### config.mk
export PLATFORM = sky130hd
export DESIGN_NAME = vision_frame_receiver_crc8
export DESIGN_NICKNAME = d
export VERILOG_FILES = /design/src/sv/vfr_pkg.sv /design/src/sv/vfr_frame_check.sv /design/src/sv/vfr_link_timer.sv /design/src/sv/vision_frame_receiver_crc8.sv
export SDC_FILE = /design/constraint.sdc
export NUM_CORES = 1
export LEC_CHECK = 0
export BUFFER_PORTS_ARGS = -buffer_cell sky130_fd_sc_hd__buf_2
export CORE_MARGIN = 2
export CORE_UTILIZATION = 55
export CTS_BUF_LIST = sky130_fd_sc_hd__clkbuf_4 sky130_fd_sc_hd__clkbuf_8 sky130_fd_sc_hd__clkbuf_16
export DETAILED_ROUTE_END_ITERATION = 6
export GPL_TIMING_DRIVEN = 0
export PLACE_DENSITY = 0.75
export SYNTH_ARGS = -nofsm -noshare
export SYNTH_HDL_FRONTEND = slang
export SYNTH_SLANG_ARGS = --single-unit
### constraint.sdc
create_clock -name clk -period 5.3 [get_ports clk]
set_input_delay 0.265 -clock clk [delete_from_list [all_inputs] [get_ports clk]]
set_output_delay 0.265 -clock clk [all_outputs]
set_load 0.02 [all_outputs]
### src/sv/vfr_pkg.sv
// shared constants, types and the crc-8 byte step for the vision frame receiver
package vfr_pkg;

	localparam int COUNT_W = 5;
	localparam int HELD_N = 12;
	localparam int BURST_N = 14;
	localparam int BURST_IDX_W = 4;
	localparam int ELAPSED_BITS_DEF = 32;

	localparam logic [COUNT_W-1:0] FRAME_LEN = 5'd15;
	localparam logic [COUNT_W-1:0] CRC_POS = 5'd13;
	localparam logic [COUNT_W-1:0] END_POS = 5'd14;
	localparam logic [COUNT_W-1:0] COUNT_SAT = 5'd16;

	localparam logic [7:0] HEAD_MARK = 8'h53;
	localparam logic [7:0] END_MARK = 8'h45;
	localparam logic [7:0] CRC_POLY = 8'h31;
	localparam logic [7:0] CRC_INIT = 8'h00;

	localparam logic [15:0] TIMEOUT_RST = 16'd500;

	localparam logic ACT_BYTE = 1'b0;
	localparam logic ACT_TICK = 1'b1;

	typedef struct packed {
		logic done;
		logic ok;
	} check_t;

	typedef logic [HELD_N-1:0][7:0] held_t;

	function automatic logic [7:0] crc8_byte(input logic [7:0] crc, input logic [7:0] b);
		logic [7:0] c;
		c = crc ^ b;
		for (int k = 0; k < 8; k++) begin
			if (c[7]) begin
				c = {c[6:0], 1'b0} ^ CRC_POLY;
			end else begin
				c = {c[6:0], 1'b0};
			end
		end
		return c;
	endfunction

endpackage

### src/sv/vfr_frame_check.sv
// byte counter, running crc, burst store and frame acceptance check
module vfr_frame_check import vfr_pkg::*; (
	input  logic       clk,
	input  logic       arst_n,
	input  logic       step,
	input  logic [7:0] data_byte,
	input  logic       last_byte,
	output check_t     chk,
	output held_t      frame_bytes
);

	logic [COUNT_W-1:0] count_q;
	logic [7:0]         crc_q;
	logic [7:0]         burst_q [BURST_N];
	logic [7:0]         crc_next;

	assign crc_next = crc8_byte(crc_q, data_byte);

	always_ff @(posedge clk) begin
		if (step && (count_q < END_POS)) begin
			burst_q[count_q[BURST_IDX_W-1:0]] <= data_byte;
		end
	end

	always_ff @(posedge clk or negedge arst_n) begin
		if (!arst_n) begin
			count_q <= '0;
			crc_q   <= CRC_INIT;
		end else if (step) begin
			if (last_byte) begin
				count_q <= '0;
				crc_q   <= CRC_INIT;
			end else begin
				if (count_q < CRC_POS) begin
					crc_q <= crc_next;
				end
				if (count_q < COUNT_SAT) begin
					count_q <= count_q + 1'b1;
				end
			end
		end
	end

	always_comb begin
		chk.done = step && last_byte;
		chk.ok   = chk.done && (count_q == END_POS) && (burst_q[0] == HEAD_MARK)
			&& (data_byte == END_MARK) && (burst_q[CRC_POS[BURST_IDX_W-1:0]] == crc_q);
		for (int i = 0; i < HELD_N; i++) begin
			frame_bytes[i] = burst_q[i+1];
		end
	end

endmodule

### src/sv/vfr_link_timer.sv
// saturating elapsed-tick counter and online flag
module vfr_link_timer import vfr_pkg::*; #(
	parameter int ELAPSED_BITS = ELAPSED_BITS_DEF
) (
	input  logic        clk,
	input  logic        arst_n,
	input  logic        tick,
	input  logic        accept,
	input  logic [15:0] timeout,
	output logic        online_d
);

	logic [ELAPSED_BITS-1:0] elapsed_q;
	logic [ELAPSED_BITS-1:0] elapsed_next;
	logic                    ever_q;
	logic                    ever_next;

	always_comb begin
		elapsed_next = elapsed_q;
		if (accept) begin
			elapsed_next = '0;
		end else if (tick && (elapsed_q != '1)) begin
			elapsed_next = elapsed_q + 1'b1;
		end
		ever_next = ever_q | accept;
		online_d  = ever_next && (elapsed_next <= {{(ELAPSED_BITS-16){1'b0}}, timeout});
	end

	always_ff @(posedge clk or negedge arst_n) begin
		if (!arst_n) begin
			elapsed_q <= '0;
			ever_q    <= 1'b0;
		end else begin
			elapsed_q <= elapsed_next;
			ever_q    <= ever_next;
		end
	end

endmodule

### src/sv/vision_frame_receiver_crc8.sv
// top level of the vision frame receiver with crc-8 check
// One beat in per cycle while result_ready is high; each beat is a received byte or a
// millisecond tick and gives exactly one result beat. An accepted beat lands in an input
// register and its result, checked against the running crc-8 of the burst, lands in the
// output register when the input register advances, which needs the output register empty
// or result_ready high. While the output register waits on result_ready the input register
// holds its beat and item_ready is low; at most one further beat enters behind a waiting
// result. A frame is taken when its burst has 15 bytes, header 0x53, trailer 0x45 and byte
// 13 equal to the crc-8 (poly 0x31) of bytes 0 to 12; it updates the held words (low byte
// first) and restarts the elapsed-tick counter behind the online flag.
module vision_frame_receiver_crc8 import vfr_pkg::*; #(
	parameter int ELAPSED_BITS = ELAPSED_BITS_DEF
) (
	input  logic        clk,
	input  logic        arst_n,
	input  logic        cfg_we,
	input  logic [15:0] cfg_data,
	input  logic        item_valid,
	output logic        item_ready,
	input  logic        action,
	input  logic [7:0]  data_byte,
	input  logic        last_byte,
	output logic        result_valid,
	input  logic        result_ready,
	output logic        frame_done,
	output logic        frame_ok,
	output logic [7:0]  detect_byte,
	output logic [7:0]  shoot_request,
	output logic [15:0] yaw_word,
	output logic [15:0] pitch_word,
	output logic [15:0] x_word,
	output logic [15:0] y_word,
	output logic [15:0] depth_word,
	output logic        online
);

	logic [15:0] timeout_q;
	logic        valid_s1;
	logic        action_s1;
	logic [7:0]  data_s1;
	logic        last_s1;
	logic        adv;
	logic        out_valid_q;
	logic        done_q;
	logic        ok_q;
	logic        online_q;
	held_t       held_q;
	held_t       frame_bytes;
	check_t      chk;
	logic        online_d;

	assign adv        = valid_s1 && (!out_valid_q || result_ready);
	assign item_ready = !valid_s1 || adv;

	always_ff @(posedge clk or negedge arst_n) begin
		if (!arst_n) begin
			timeout_q <= TIMEOUT_RST;
		end else if (cfg_we) begin
			timeout_q <= cfg_data;
		end
	end

	always_ff @(posedge clk or negedge arst_n) begin
		if (!arst_n) begin
			valid_s1 <= 1'b0;
		end else if (item_ready) begin
			valid_s1 <= item_valid;
		end
	end

	always_ff @(posedge clk) begin
		if (item_ready && item_valid) begin
			action_s1 <= action;
			data_s1   <= data_byte;
			last_s1   <= last_byte;
		end
	end

	vfr_frame_check u_check (
		.clk         (clk),
		.arst_n      (arst_n),
		.step        (adv && (action_s1 == ACT_BYTE)),
		.data_byte   (data_s1),
		.last_byte   (last_s1),
		.chk         (chk),
		.frame_bytes (frame_bytes)
	);

	vfr_link_timer #(
		.ELAPSED_BITS (ELAPSED_BITS)
	) u_timer (
		.clk      (clk),
		.arst_n   (arst_n),
		.tick     (adv && (action_s1 == ACT_TICK)),
		.accept   (chk.ok),
		.timeout  (timeout_q),
		.online_d (online_d)
	);

	always_ff @(posedge clk or negedge arst_n) begin
		if (!arst_n) begin
			held_q <= '0;
		end else if (chk.ok) begin
			held_q <= frame_bytes;
		end
	end

	always_ff @(posedge clk or negedge arst_n) begin
		if (!arst_n) begin
			out_valid_q <= 1'b0;
		end else if (adv) begin
			out_valid_q <= 1'b1;
		end else if (result_ready) begin
			out_valid_q <= 1'b0;
		end
	end

	always_ff @(posedge clk) begin
		if (adv) begin
			done_q   <= chk.done;
			ok_q     <= chk.ok;
			online_q <= online_d;
		end
	end

	assign result_valid  = out_valid_q;
	assign frame_done    = done_q;
	assign frame_ok      = ok_q;
	assign online        = online_q;
	assign detect_byte   = held_q[0];
	assign shoot_request = held_q[1];
	assign yaw_word      = {held_q[3], held_q[2]};
	assign pitch_word    = {held_q[5], held_q[4]};
	assign x_word        = {held_q[7], held_q[6]};
	assign y_word        = {held_q[9], held_q[8]};
	assign depth_word    = {held_q[11], held_q[10]};

	a_ok_needs_done: assert property (@(posedge clk) disable iff (!arst_n)
		result_valid && frame_ok |-> frame_done)
		else $error("frame_ok without frame_done");

	a_ok_online: assert property (@(posedge clk) disable iff (!arst_n)
		result_valid && frame_ok |-> online)
		else $error("accepted frame not reported online");

	a_stall_holds_s1: assert property (@(posedge clk) disable iff (!arst_n)
		valid_s1 && !adv |=> valid_s1 && $stable(data_s1))
		else $error("input stage lost a beat while stalled");

	a_accept_loads: assert property (@(posedge clk) disable iff (!arst_n)
		chk.ok |=> held_q == $past(frame_bytes))
		else $error("held fields not loaded on accepted frame");

endmodule
==> results of run 1 <==
## cells in the mapped netlist (12+ instances only)
library cell,instances,share of area [%]
o21ai_0,25,1.1
clkbuf_1,25,0.83
nand2_1,333,11
nor3_1,20,0.88
inv_1,22,0.73
ha_1,21,2.3
xor2_1,31,2.4
dfrtp_1,154,34
nor2_1,47,1.6
nand4_1,20,1.1
a21oi_1,12,0.53
xnor2_1,26,2.0
edfxtp_1,125,33
## report_power, final
group,switching (uW),total (uW),internal (uW)
Combinational,279,503,225
Clock,841,1950,1110
Sequential,103,2510,2410
## layer usage
layer | up-vias | routed length [um]
li1 | 3670 | -
met1 | 3761 | 10800
met2 | 233 | 11800
met3 | 31 | 1330
met4 | 0 | 417
met5 | - | 0
## worst max path at each step
stage | slack (ns) | endpoint | depth (start not counted)
finish | 0.44 | online$_DFFE_PN_ | 14
floorplan | 1.32 | online$_DFFE_PN_ | 16
CTS | 0.44 | online$_DFFE_PN_ | 16
global placement | 0.02 | online$_DFFE_PN_ | 17
detailed placement | -0.02 | online$_DFFE_PN_ | 17
global route | 0.03 | online$_DFFE_PN_ | 14
## per-stage QoR
stage / utilization, % / hold slack (ns) / setup TNS (ns)
2_1_floorplan: - / -0.0306 / 0
3_3_place_gp: 61.0 / 0.425 / 0
3_5_place_dp: 61.2 / 0.155 / -0.0225
4_1_cts: 67.2 / 0.00337 / 0
5_1_grt: 67.2 / 0.0204 / 0
6_report: 67.2 / 0.0254 / 0
## cells by family after synthesis
| group | after synthesis | synth area share (%) |
|---|---|---|
| AND/OR/NAND/NOR | 488 | 19.0 |
| XOR/XNOR | 57 | 4.40 |
| flip-flops | 285 | 68.4 |
| multiplexers | 3 | 0.276 |
| adder cells (fa/ha/maj) | 21 | 2.31 |
| buffers and inverters | 57 | 2.16 |
| AO/OA/AOI/OAI | 61 | 3.44 |
## layout make-up
| class | count | area (um2) | area share (%) |
|---|---|---|---|
| flip-flops and latches | 285 | 7760 | 57.1 |
| well taps | 270 | 338 | 2.48 |
| inverters | 22 | 82.6 | 0.607 |
| repair buffers | 161 | 981 | 7.21 |
| clock inverters | 19 | 141 | 1.04 |
| plain buffers | 34 | 159 | 1.17 |
| clock buffers | 35 | 783 | 5.76 |
| multi-input cells | 630 | 3350 | 24.6 |
## repair_timing
action | in CTS | in global routing
endpoints found under the hold margin | 64 | 0
setup endpoints to repair | 1 | 1
buffers inserted | 1 | 0
gates cloned | 0 | 0
hold buffers | 28 | 0
gates resized for setup | 0 | 1
## registers in the layout, summed over array words and instances (netlist names)
signal             count
u_timer.elapsed_q     32
frame_done             1
online                 1
yaw_word              16
u_check.burst_q      112
pitch_word            16
frame_ok               1
u_check.crc_q          8
detect_byte            8
shoot_request          8
valid_s1               1
last_s1                1
u_timer.ever_q         1
result_valid           1
action_s1              1
depth_word            16
timeout_q             16
y_word                16
x_word                16
data_s1                8
u_check.count_q        5
==> flow_metrics.env, run 1 <==
export IMPL_critPathArrivalTime_ns=5.20
export IMPL_synthArstFlopShare_pct=56.1
export IMPL_wl_per_cell_um=16.7
export IMPL_via_per_inst=5.29
export IMPL_drv_slew=0
export IMPL_synth_distinct_cells=57
export IMPL_total_power_uw=4970
export IMPL_worst_skew_pair_late_latency_ns=0.55
export IMPL_grt_busiest_layer="met2"
export IMPL_final_antenna_net_count=0
export IMPL_r2r_end="online$_DFFE_PN_"
export IMPL_start_kind="register"
export IMPL_min_period_ns=4.86
export IMPL_crit_fanout=19
export IMPL_fin_ws_ns=0.437
export IMPL_worst_path_buf_inv=2
export IMPL_start_util_pct=56.1
export IMPL_dieWidth_um=148
export IMPL_setup_viol=0
export IMPL_io_pins=132
export IMPL_grt_pass1_wl_um=39500
export IMPL_row_count=52
export IMPL_cts_max_level=1
export IMPL_synth_seq_cells=285
export IMPL_antenna_found_initial=0
export IMPL_place_area_um2=12400
export IMPL_synth_area_per_cell_um2=11.7
export IMPL_drive_gt1_share_pct=17.7
export IMPL_cts_inserted_buffers=29
export IMPL_r2r_setup_slack_ns=0.44
export IMPL_gr_total_overflow=0
export IMPL_cp_cell_sequence="nor4b_1, nand4_1, nor3_1, buf_6, clkbuf_1, a21oi_1, ha_1, a21oi_1, nor2_1, a211oi_1, o21ai_0, o31ai_1, nand4b_1, a2111oi_2"
export IMPL_hp_class="in2reg"
export IMPL_via_count=7695
export IMPL_leakage_uw=0.00638
export IMPL_preCtsSetupSlack_ns=-0.0225
export IMPL_grt_max_degree=124
export IMPL_fin_crit_sh_pct=91.8
export IMPL_hold_path_end="timeout_q[0]$_DFFE_PN0P_"
export IMPL_nets=1215
export IMPL_synth_area_um2=11400
export IMPL_max_freq_mhz=206
export IMPL_clockBufferDepth=3
export IMPL_outcome="complete, no violations"
export IMPL_crit_top_cell="a21oi_1"
export IMPL_layout_commonest_cell="nand2_1"
export IMPL_fin_worst_skew_ns=0.0227
export IMPL_hold_depth=2
export IMPL_portBuffers=131
export IMPL_timing_rr_start="data_s1[5]$_DFFE_PP_"
export IMPL_synth_edf_count=125
export IMPL_gr_usage_met1_pct=32.5
export IMPL_cts_tree="done"
export IMPL_fillers=1449
export IMPL_met3_usage_pct=2.96
export IMPL_cp_top_family="compound AO/OA/AOI/OAI gates"
export IMPL_dp_hpwl_um=15700
export IMPL_synth_nets=1024
export IMPL_power_density_nw_per_um2=365
export IMPL_cp_required_ns=5.64
export IMPL_syn_inst=972
export IMPL_final_area_um2=13600
export IMPL_design_core_area_um2=20200
export IMPL_critical_path_slowest_cell="edfxtp_1"
export IMPL_drv_cap=0
export IMPL_clkSinkCount=285
export IMPL_hold_start="cfg_we"
export IMPL_cp_slowest_stage_delay_ns=0.73
export IMPL_tightest_slew_ns=1.23
export IMPL_first_pass_iters=5
export IMPL_gr_usage_met2_pct=38.1
export IMPL_ys_warn_count=0
export IMPL_yosysSeqAreaShare_pct=68.4
export IMPL_setup_worst_path_class="reg2reg"
export IMPL_syn2layout_area_growth_pct=19.8
export IMPL_maxSlewHeadroom_pct=17.1
export IMPL_dp_cells=1374
export IMPL_final_cell_mix="333 x nand2_1, 154 x dfrtp_1, 132 x buf_2"
export IMPL_rr_worst_depth=14
export IMPL_drc=0
export IMPL_grt_pass1_vias=7585
export IMPL_clk_pin_slew_ns=0.06
export IMPL_hold_viol=0
export IMPL_n_antenna_cell=0
export IMPL_gp_congestion=0.853
export IMPL_rsz0062_at_grt="false"
export IMPL_first_iter_violations=626
export IMPL_instances_no_fill=1456
export IMPL_worstSetupStartpoint="data_s1[5]$_DFFE_PP_"
export IMPL_routed_wl_um=24300
export IMPL_cts_root_buffer="clkbuf_16"
export IMPL_synth_flop_cell="dfrtp_1"
export IMPL_dieArea_um2=21800
export IMPL_die_h_um=148
export IMPL_grt_usage_pct=22.9
export IMPL_ir_worst_vdd_mv=0.284
export IMPL_worst_setup_path_end_kind="register"
(Power assumes the default switching activity.)
==> run 2: changes to the inputs <==
--- a/config.mk
+++ b/config.mk
@@ -5,13 +5,13 @@
 export SDC_FILE = /design/constraint.sdc
 export NUM_CORES = 1
 export LEC_CHECK = 0
-export BUFFER_PORTS_ARGS = -buffer_cell sky130_fd_sc_hd__buf_2
 export CORE_MARGIN = 2
 export CORE_UTILIZATION = 55
 export CTS_BUF_LIST = sky130_fd_sc_hd__clkbuf_4 sky130_fd_sc_hd__clkbuf_8 sky130_fd_sc_hd__clkbuf_16
 export DETAILED_ROUTE_END_ITERATION = 6
+export DONT_BUFFER_PORTS = 1
 export GPL_TIMING_DRIVEN = 0
-export PLACE_DENSITY = 0.75
+export PLACE_DENSITY = 0.69
 export SYNTH_ARGS = -nofsm -noshare
 export SYNTH_HDL_FRONTEND = slang
 export SYNTH_SLANG_ARGS = --single-unit
==> run 2 against run 1 <==
Combinational power decreased by 3%. Power rose by 4.7%. Critical path depth stayed put. Cell count decreased by 8.9%. Sequential cell count is the same. Fmax rose by 0.46%. Global-route usage down 0.30 points. Clock skew shrank 0.015 ns. Via count is 7.3% lower. Critical path type unchanged. Largest cell class unchanged. Largest power group unchanged. Highest routed layer unchanged.
==> flow_metrics.env, run 2 (synthesis gave the netlist of run 1 again) <==
export IMPL_clk_pin_slew_ns=0.06
export IMPL_design_core_area_um2=20200
export IMPL_routed_wl_um=24100
export IMPL_hold_viol=0
export IMPL_fin_crit_sh_pct=91.3
export IMPL_drive_gt1_share_pct=7.86
export IMPL_hp_class="in2reg"
export IMPL_cp_top_family="simple AND/OR/NAND/NOR gates"
export IMPL_total_power_uw=5200
export IMPL_dieWidth_um=148
export IMPL_maxSlewHeadroom_pct=9.38
export IMPL_cp_slowest_stage_delay_ns=0.88
export IMPL_r2r_setup_slack_ns=0.46
export IMPL_dieArea_um2=21800
export IMPL_fin_worst_skew_ns=0.00788
export IMPL_syn2layout_area_growth_pct=15.1
export IMPL_portBuffers=0
export IMPL_row_count=52
export IMPL_cp_required_ns=5.65
export IMPL_cts_tree="done"
export IMPL_cp_cell_sequence="nor4bb_1, nand4_1, nor3_1, buf_6, clkbuf_1, nor2_1, ha_1, a21o_1, a21o_1, a211oi_1, nor3_1, o31ai_1, nand4b_1, a2111oi_2"
export IMPL_preCtsSetupSlack_ns=-0.146
export IMPL_wl_per_cell_um=18.2
export IMPL_nets=1085
export IMPL_start_kind="register"
export IMPL_ir_worst_vdd_mv=0.314
export IMPL_final_cell_mix="333 x nand2_1, 154 x dfrtp_1, 125 x edfxtp_1"
export IMPL_dp_hpwl_um=15300
export IMPL_die_h_um=148
export IMPL_cts_inserted_buffers=29
export IMPL_clkSinkCount=285
export IMPL_grt_pass1_wl_um=39000
export IMPL_holdWs_ns=0.0891
export IMPL_min_period_ns=4.84
export IMPL_grt_max_degree=161
export IMPL_grt_usage_pct=22.6
export IMPL_start_util_pct=56.1
export IMPL_critPathArrivalTime_ns=5.20
export IMPL_worst_path_buf_inv=2
export IMPL_max_freq_mhz=207
export IMPL_via_per_inst=5.38
export IMPL_n_antenna_cell=0
export IMPL_layout_commonest_cell="nand2_1"
export IMPL_grt_pass1_vias=7195
export IMPL_clockBufferDepth=3
export IMPL_leakage_uw=0.00576
export IMPL_final_antenna_net_count=0
export IMPL_outcome="complete, no violations"
export IMPL_drc=0
export IMPL_via_count=7135
export IMPL_largest_reg_flops=112
export IMPL_power_density_nw_per_um2=398
export IMPL_fin_ws_ns=0.459
export IMPL_first_pass_iters=4
export IMPL_rsz0062_at_grt="false"
export IMPL_gr_total_overflow=0
export IMPL_fillers=1510
export IMPL_io_pins=132
export IMPL_setup_worst_path_class="reg2reg"
export IMPL_drv_cap=0
export IMPL_crit_fanout=19
export IMPL_first_iter_violations=428
export IMPL_tightest_slew_ns=1.35
export IMPL_fin_tns_setup_ns=0
export IMPL_cts_root_buffer="clkbuf_16"
export IMPL_setup_viol=0
export IMPL_antenna_found_initial=0
export IMPL_cts_max_level=1
export IMPL_critical_path_slowest_cell="edfxtp_1"
export IMPL_drv_slew=0
export IMPL_worst_skew_pair_late_latency_ns=0.55
export IMPL_worst_setup_path_end_kind="register"
export IMPL_gp_congestion=0.823
run 2: changes by cell type in the layout (fill, tap and decap cells not counted), moves of 2 or more:
cell / before / now
clkbuf_4: 5 / 8
clkinv_4: 3 / 0
clkinv_1: 6 / 1
clkbuf_8: 3 / 5
buf_2: 132 / 2
dlygate4sd3_1: 28 / 30
bufinv_16: 1 / 5
run 2: metal layers:
| metal | up-vias | GRT usage (%) | routed length [um] |
|---|---|---|---|
| li1 | 3402 | - | - |
| met1 | 3492 | 31.5 | 10500 |
| met2 | 208 | 37.2 | 11600 |
| met3 | 33 | 4.78 | 1670 |
| met4 | 0 | 4.86 | 356 |
| met5 | - | 0 | 0 |
run 2: worst register-to-register path: stages, from the launching register on:
cell	delay [ns]
edfxtp_1	0.88
nor4bb_1	0.38
nand4_1	0.19
nor3_1	0.45
buf_6	0.28
clkbuf_1	0.39
nor2_1	0.15
ha_1	0.32
a21o_1	0.18
a21o_1	0.17
a211oi_1	0.24
nor3_1	0.08
o31ai_1	0.43
nand4b_1	0.21
a2111oi_2	0.30
run 2: final cells by class:
cell class / instances / area (um2) / share of cell area (%)
well taps: 270 / 338 / 2.59
clock inverters: 14 / 209 / 1.60
clock buffers: 40 / 833 / 6.38
repair buffers: 31 / 328 / 2.51
multi-input cells: 630 / 3350 / 25.6
inverters: 22 / 82.6 / 0.632
plain buffers: 34 / 159 / 1.22
flip-flops and latches: 285 / 7760 / 59.4
run 2: timing repair:
action	4_1_cts	5_1_grt
resized for setup	0	1
hold endpoints to repair	188	0
hold buffers	31	0
buffers inserted	0	0
setup endpoints to repair	1	1
run 2: worst paths after layout:
kind,startpoint,to,cells past startpoint
max in group asynchronous,arst_n,x_word[0]$_DFFE_PN0N_,2
min,cfg_we,timeout_q[9]$_DFFE_PN0P_,2
min reg2reg,u_check.burst_q[7][2]$_DFFE_PP_,x_word[2]$_DFFE_PN0N_,2
max reg2reg,data_s1[2]$_DFFE_PP_,online$_DFFE_PN_,14
min in group asynchronous,arst_n,x_word[4]$_DFFE_PN0N_,2
max,data_s1[2]$_DFFE_PP_,online$_DFFE_PN_,14
run 2: metrics by stage:
stage          cells  cell area, um2  util, %
6_report        1326           13100     64.6
5_1_grt         1326           13100     64.6
4_1_cts         1326           13100     64.5
3_5_place_dp    1242           11700     57.8
3_3_place_gp    1242           11700     57.8
2_1_floorplan    972           11400        -
run 2: where the power goes:
group / switching (uW) / internal, uW
combinational: 271 / 216
clock: 843 / 1350
sequential: 112 / 2410
total: 1220 / 3970
==> run 3: changes to the inputs <==
--- a/config.mk
+++ b/config.mk
@@ -5,7 +5,8 @@
 export SDC_FILE = /design/constraint.sdc
 export NUM_CORES = 1
 export LEC_CHECK = 0
-export CORE_MARGIN = 2
+export CAP_MARGIN = 20
+export CORE_MARGIN = 5
 export CORE_UTILIZATION = 55
 export CTS_BUF_LIST = sky130_fd_sc_hd__clkbuf_4 sky130_fd_sc_hd__clkbuf_8 sky130_fd_sc_hd__clkbuf_16
 export DETAILED_ROUTE_END_ITERATION = 6
==> constraint.sdc (replaced) <==
create_clock -name clk -period 4.8 [get_ports clk]
set_input_delay 0.24 -clock clk [delete_from_list [all_inputs] [get_ports clk]]
set_output_delay 0.24 -clock clk [all_outputs]
set_load 0.02 [all_outputs]
==> run 3 against run 2 <==
Via count increased by 0.93%. Global-route usage fell by 1.8 points. Final area rose by 0.41%. Worst setup slack worse by 0.093 ns. Largest cell class unchanged. Largest power group unchanged.
==> flow_metrics.env, run 3 (synthesis gave the netlist of run 1 again) <==
export IMPL_outcome="complete, no violations"
export IMPL_gr_total_overflow=0
export IMPL_routed_wl_um=24800
export IMPL_preCtsSetupSlack_ns=-0.676
export IMPL_maxSlewHeadroom_pct=36.4
export IMPL_clk_pin_slew_ns=0.06
export IMPL_setup_viol=0
export IMPL_fin_ws_ns=0.366
export IMPL_fin_crit_sh_pct=92.4
export IMPL_critPathArrivalTime_ns=4.78
export IMPL_final_util_pct=64.6
export IMPL_rsz0062_at_grt="false"
export IMPL_setup_worst_path_class="reg2reg"
export IMPL_portBuffers=0
export IMPL_crit_fanout=10
export IMPL_dp_hpwl_um=15600
export IMPL_cts_tree="done"
export IMPL_hp_class="in2reg"
export IMPL_fin_worst_skew_ns=0.00898
export IMPL_syn2layout_area_growth_pct=15.5
export IMPL_drive_gt1_share_pct=9.51
export IMPL_final_antenna_net_count=0
export IMPL_final_area_um2=13100
export IMPL_cts_max_level=1
export IMPL_grt_max_degree=161
export IMPL_worst_skew_pair_late_latency_ns=0.54
export IMPL_ir_worst_vdd_mv=0.381
export IMPL_wl_per_cell_um=18.5
export IMPL_design_core_area_um2=20300
export IMPL_drc=0
export IMPL_row_count=52
export IMPL_io_pins=132
export IMPL_n_antenna_cell=0
export IMPL_drv_cap=0
export IMPL_grt_pass1_vias=7094
export IMPL_nets=1102
export IMPL_antenna_found_initial=0
export IMPL_first_pass_iters=5
export IMPL_die_h_um=154
export IMPL_via_per_inst=5.36
export IMPL_start_util_pct=55.9
export IMPL_dieWidth_um=154
export IMPL_cts_inserted_buffers=29
export IMPL_clkSinkCount=285
export IMPL_via_count=7201
export IMPL_min_period_ns=4.43
export IMPL_max_freq_mhz=226
export IMPL_tightest_slew_ns=0.945
export IMPL_first_iter_violations=579
export IMPL_worst_setup_path_end_kind="register"
export IMPL_power_density_nw_per_um2=424
export IMPL_cts_root_buffer="clkbuf_16"
export IMPL_cp_required_ns=5.14
export IMPL_dieArea_um2=23600
export IMPL_place_area_um2=11700
export IMPL_gp_congestion=0.804
export IMPL_grt_pass1_wl_um=39300
export IMPL_layout_commonest_cell="nand2_1"
export IMPL_start_kind="register"
export IMPL_final_cell_mix="333 x nand2_1, 154 x dfrtp_1, 125 x edfxtp_1"
export IMPL_grt_usage_pct=20.8
export IMPL_largest_reg_flops=112
export IMPL_clockBufferDepth=3
export IMPL_hold_viol=0
export IMPL_drv_slew=0
export IMPL_leakage_uw=0.00581
==> run 3: layout make-up <==
| class | instances | area, um2 |
|---|---|---|
| buffer | 35 | 166 |
| clock buffer | 38 | 830 |
| clock inverter | 16 | 138 |
| fill | 1540 | 7180 |
| inverter | 22 | 82.6 |
| multi-input combinational | 630 | 3360 |
| sequential | 285 | 7760 |
| tap | 270 | 338 |
| timing repair buffer | 47 | 435 |
==> run 3: routing by layer <==
| layer | up-vias | global-route usage [%] | part of all wire, % |
|---|---|---|---|
| met3 | 38 | 4.44 | 7.0 |
| li1 | 3447 | - | - |
| met1 | 3477 | 29.3 | 43 |
| met4 | 0 | 5.30 | 2.2 |
| met2 | 239 | 33.4 | 48 |
| met5 | - | 0 | 0 |
==> run 3: path summary, 6_finish.rpt <==
path / start / to / slack, ns / depth (start not counted)
max in group asynchronous: arst_n / x_word[4]$_DFFE_PN0N_ / 3.72 / 2
hold reg to reg: u_check.burst_q[4][3]$_DFFE_PP_ / yaw_word[11]$_DFFE_PN0N_ / 0.44 / 2
hold / removal: cfg_we / timeout_q[11]$_DFFE_PN0P_ / 0.09 / 2
setup / recovery: u_check.crc_q[5]$_DFFE_PN0P_ / online$_DFFE_PN_ / 0.37 / 17
setup reg to reg: u_check.crc_q[5]$_DFFE_PN0P_ / online$_DFFE_PN_ / 0.37 / 17
min in group asynchronous: arst_n / depth_word[12]$_DFFE_PN0N_ / 0.32 / 2
==> run 3: power by group <==
group	switching [uW]	internal, uW	total, uW
logic	326	245	571
registers	99.9	2660	2760
clock network	902	1320	2230
total	1330	4230	5560
==> run 3: timing repair <==
| action | 4_1_cts | 5_1_grt |
|---|---|---|
| endpoints found under the hold margin | 188 | 0 |
| resized for setup | 5 | 2 |
| setup buffers | 5 | 5 |
| pin swaps | 0 | 1 |
| endpoints found under the setup margin | 1 | 1 |
| hold buffers | 31 | 0 |
==> run 3: per-stage QoR <==
stage	std cells	power, uW	hold WS, ns	TNS, ns
detailed placement	1245	3310	-0.0485	-0.676
global route	1343	5790	0.121	0
finish	1343	5560	0.0926	0
CTS	1335	5590	0.0681	0
floorplan	972	3190	-0.0556	0
global placement	1242	3300	-0.0471	-0.638
==> run 3: worst max-delay path: stages (launching register included) <==
cell	delay, ns
dfrtp_1	0.41
xor2_1	0.15
nor4_1	0.40
nand4_1	0.26
nor3_2	0.34
buf_6	0.21
clkbuf_2	0.30
clkbuf_2	0.31
nor2_1	0.11
ha_1	0.29
nor2b_1	0.14
o211ai_1	0.16
a21oi_1	0.09
a211oi_1	0.24
nor3_1	0.09
o31ai_2	0.28
nand4b_1	0.17
a2111oi_2	0.30
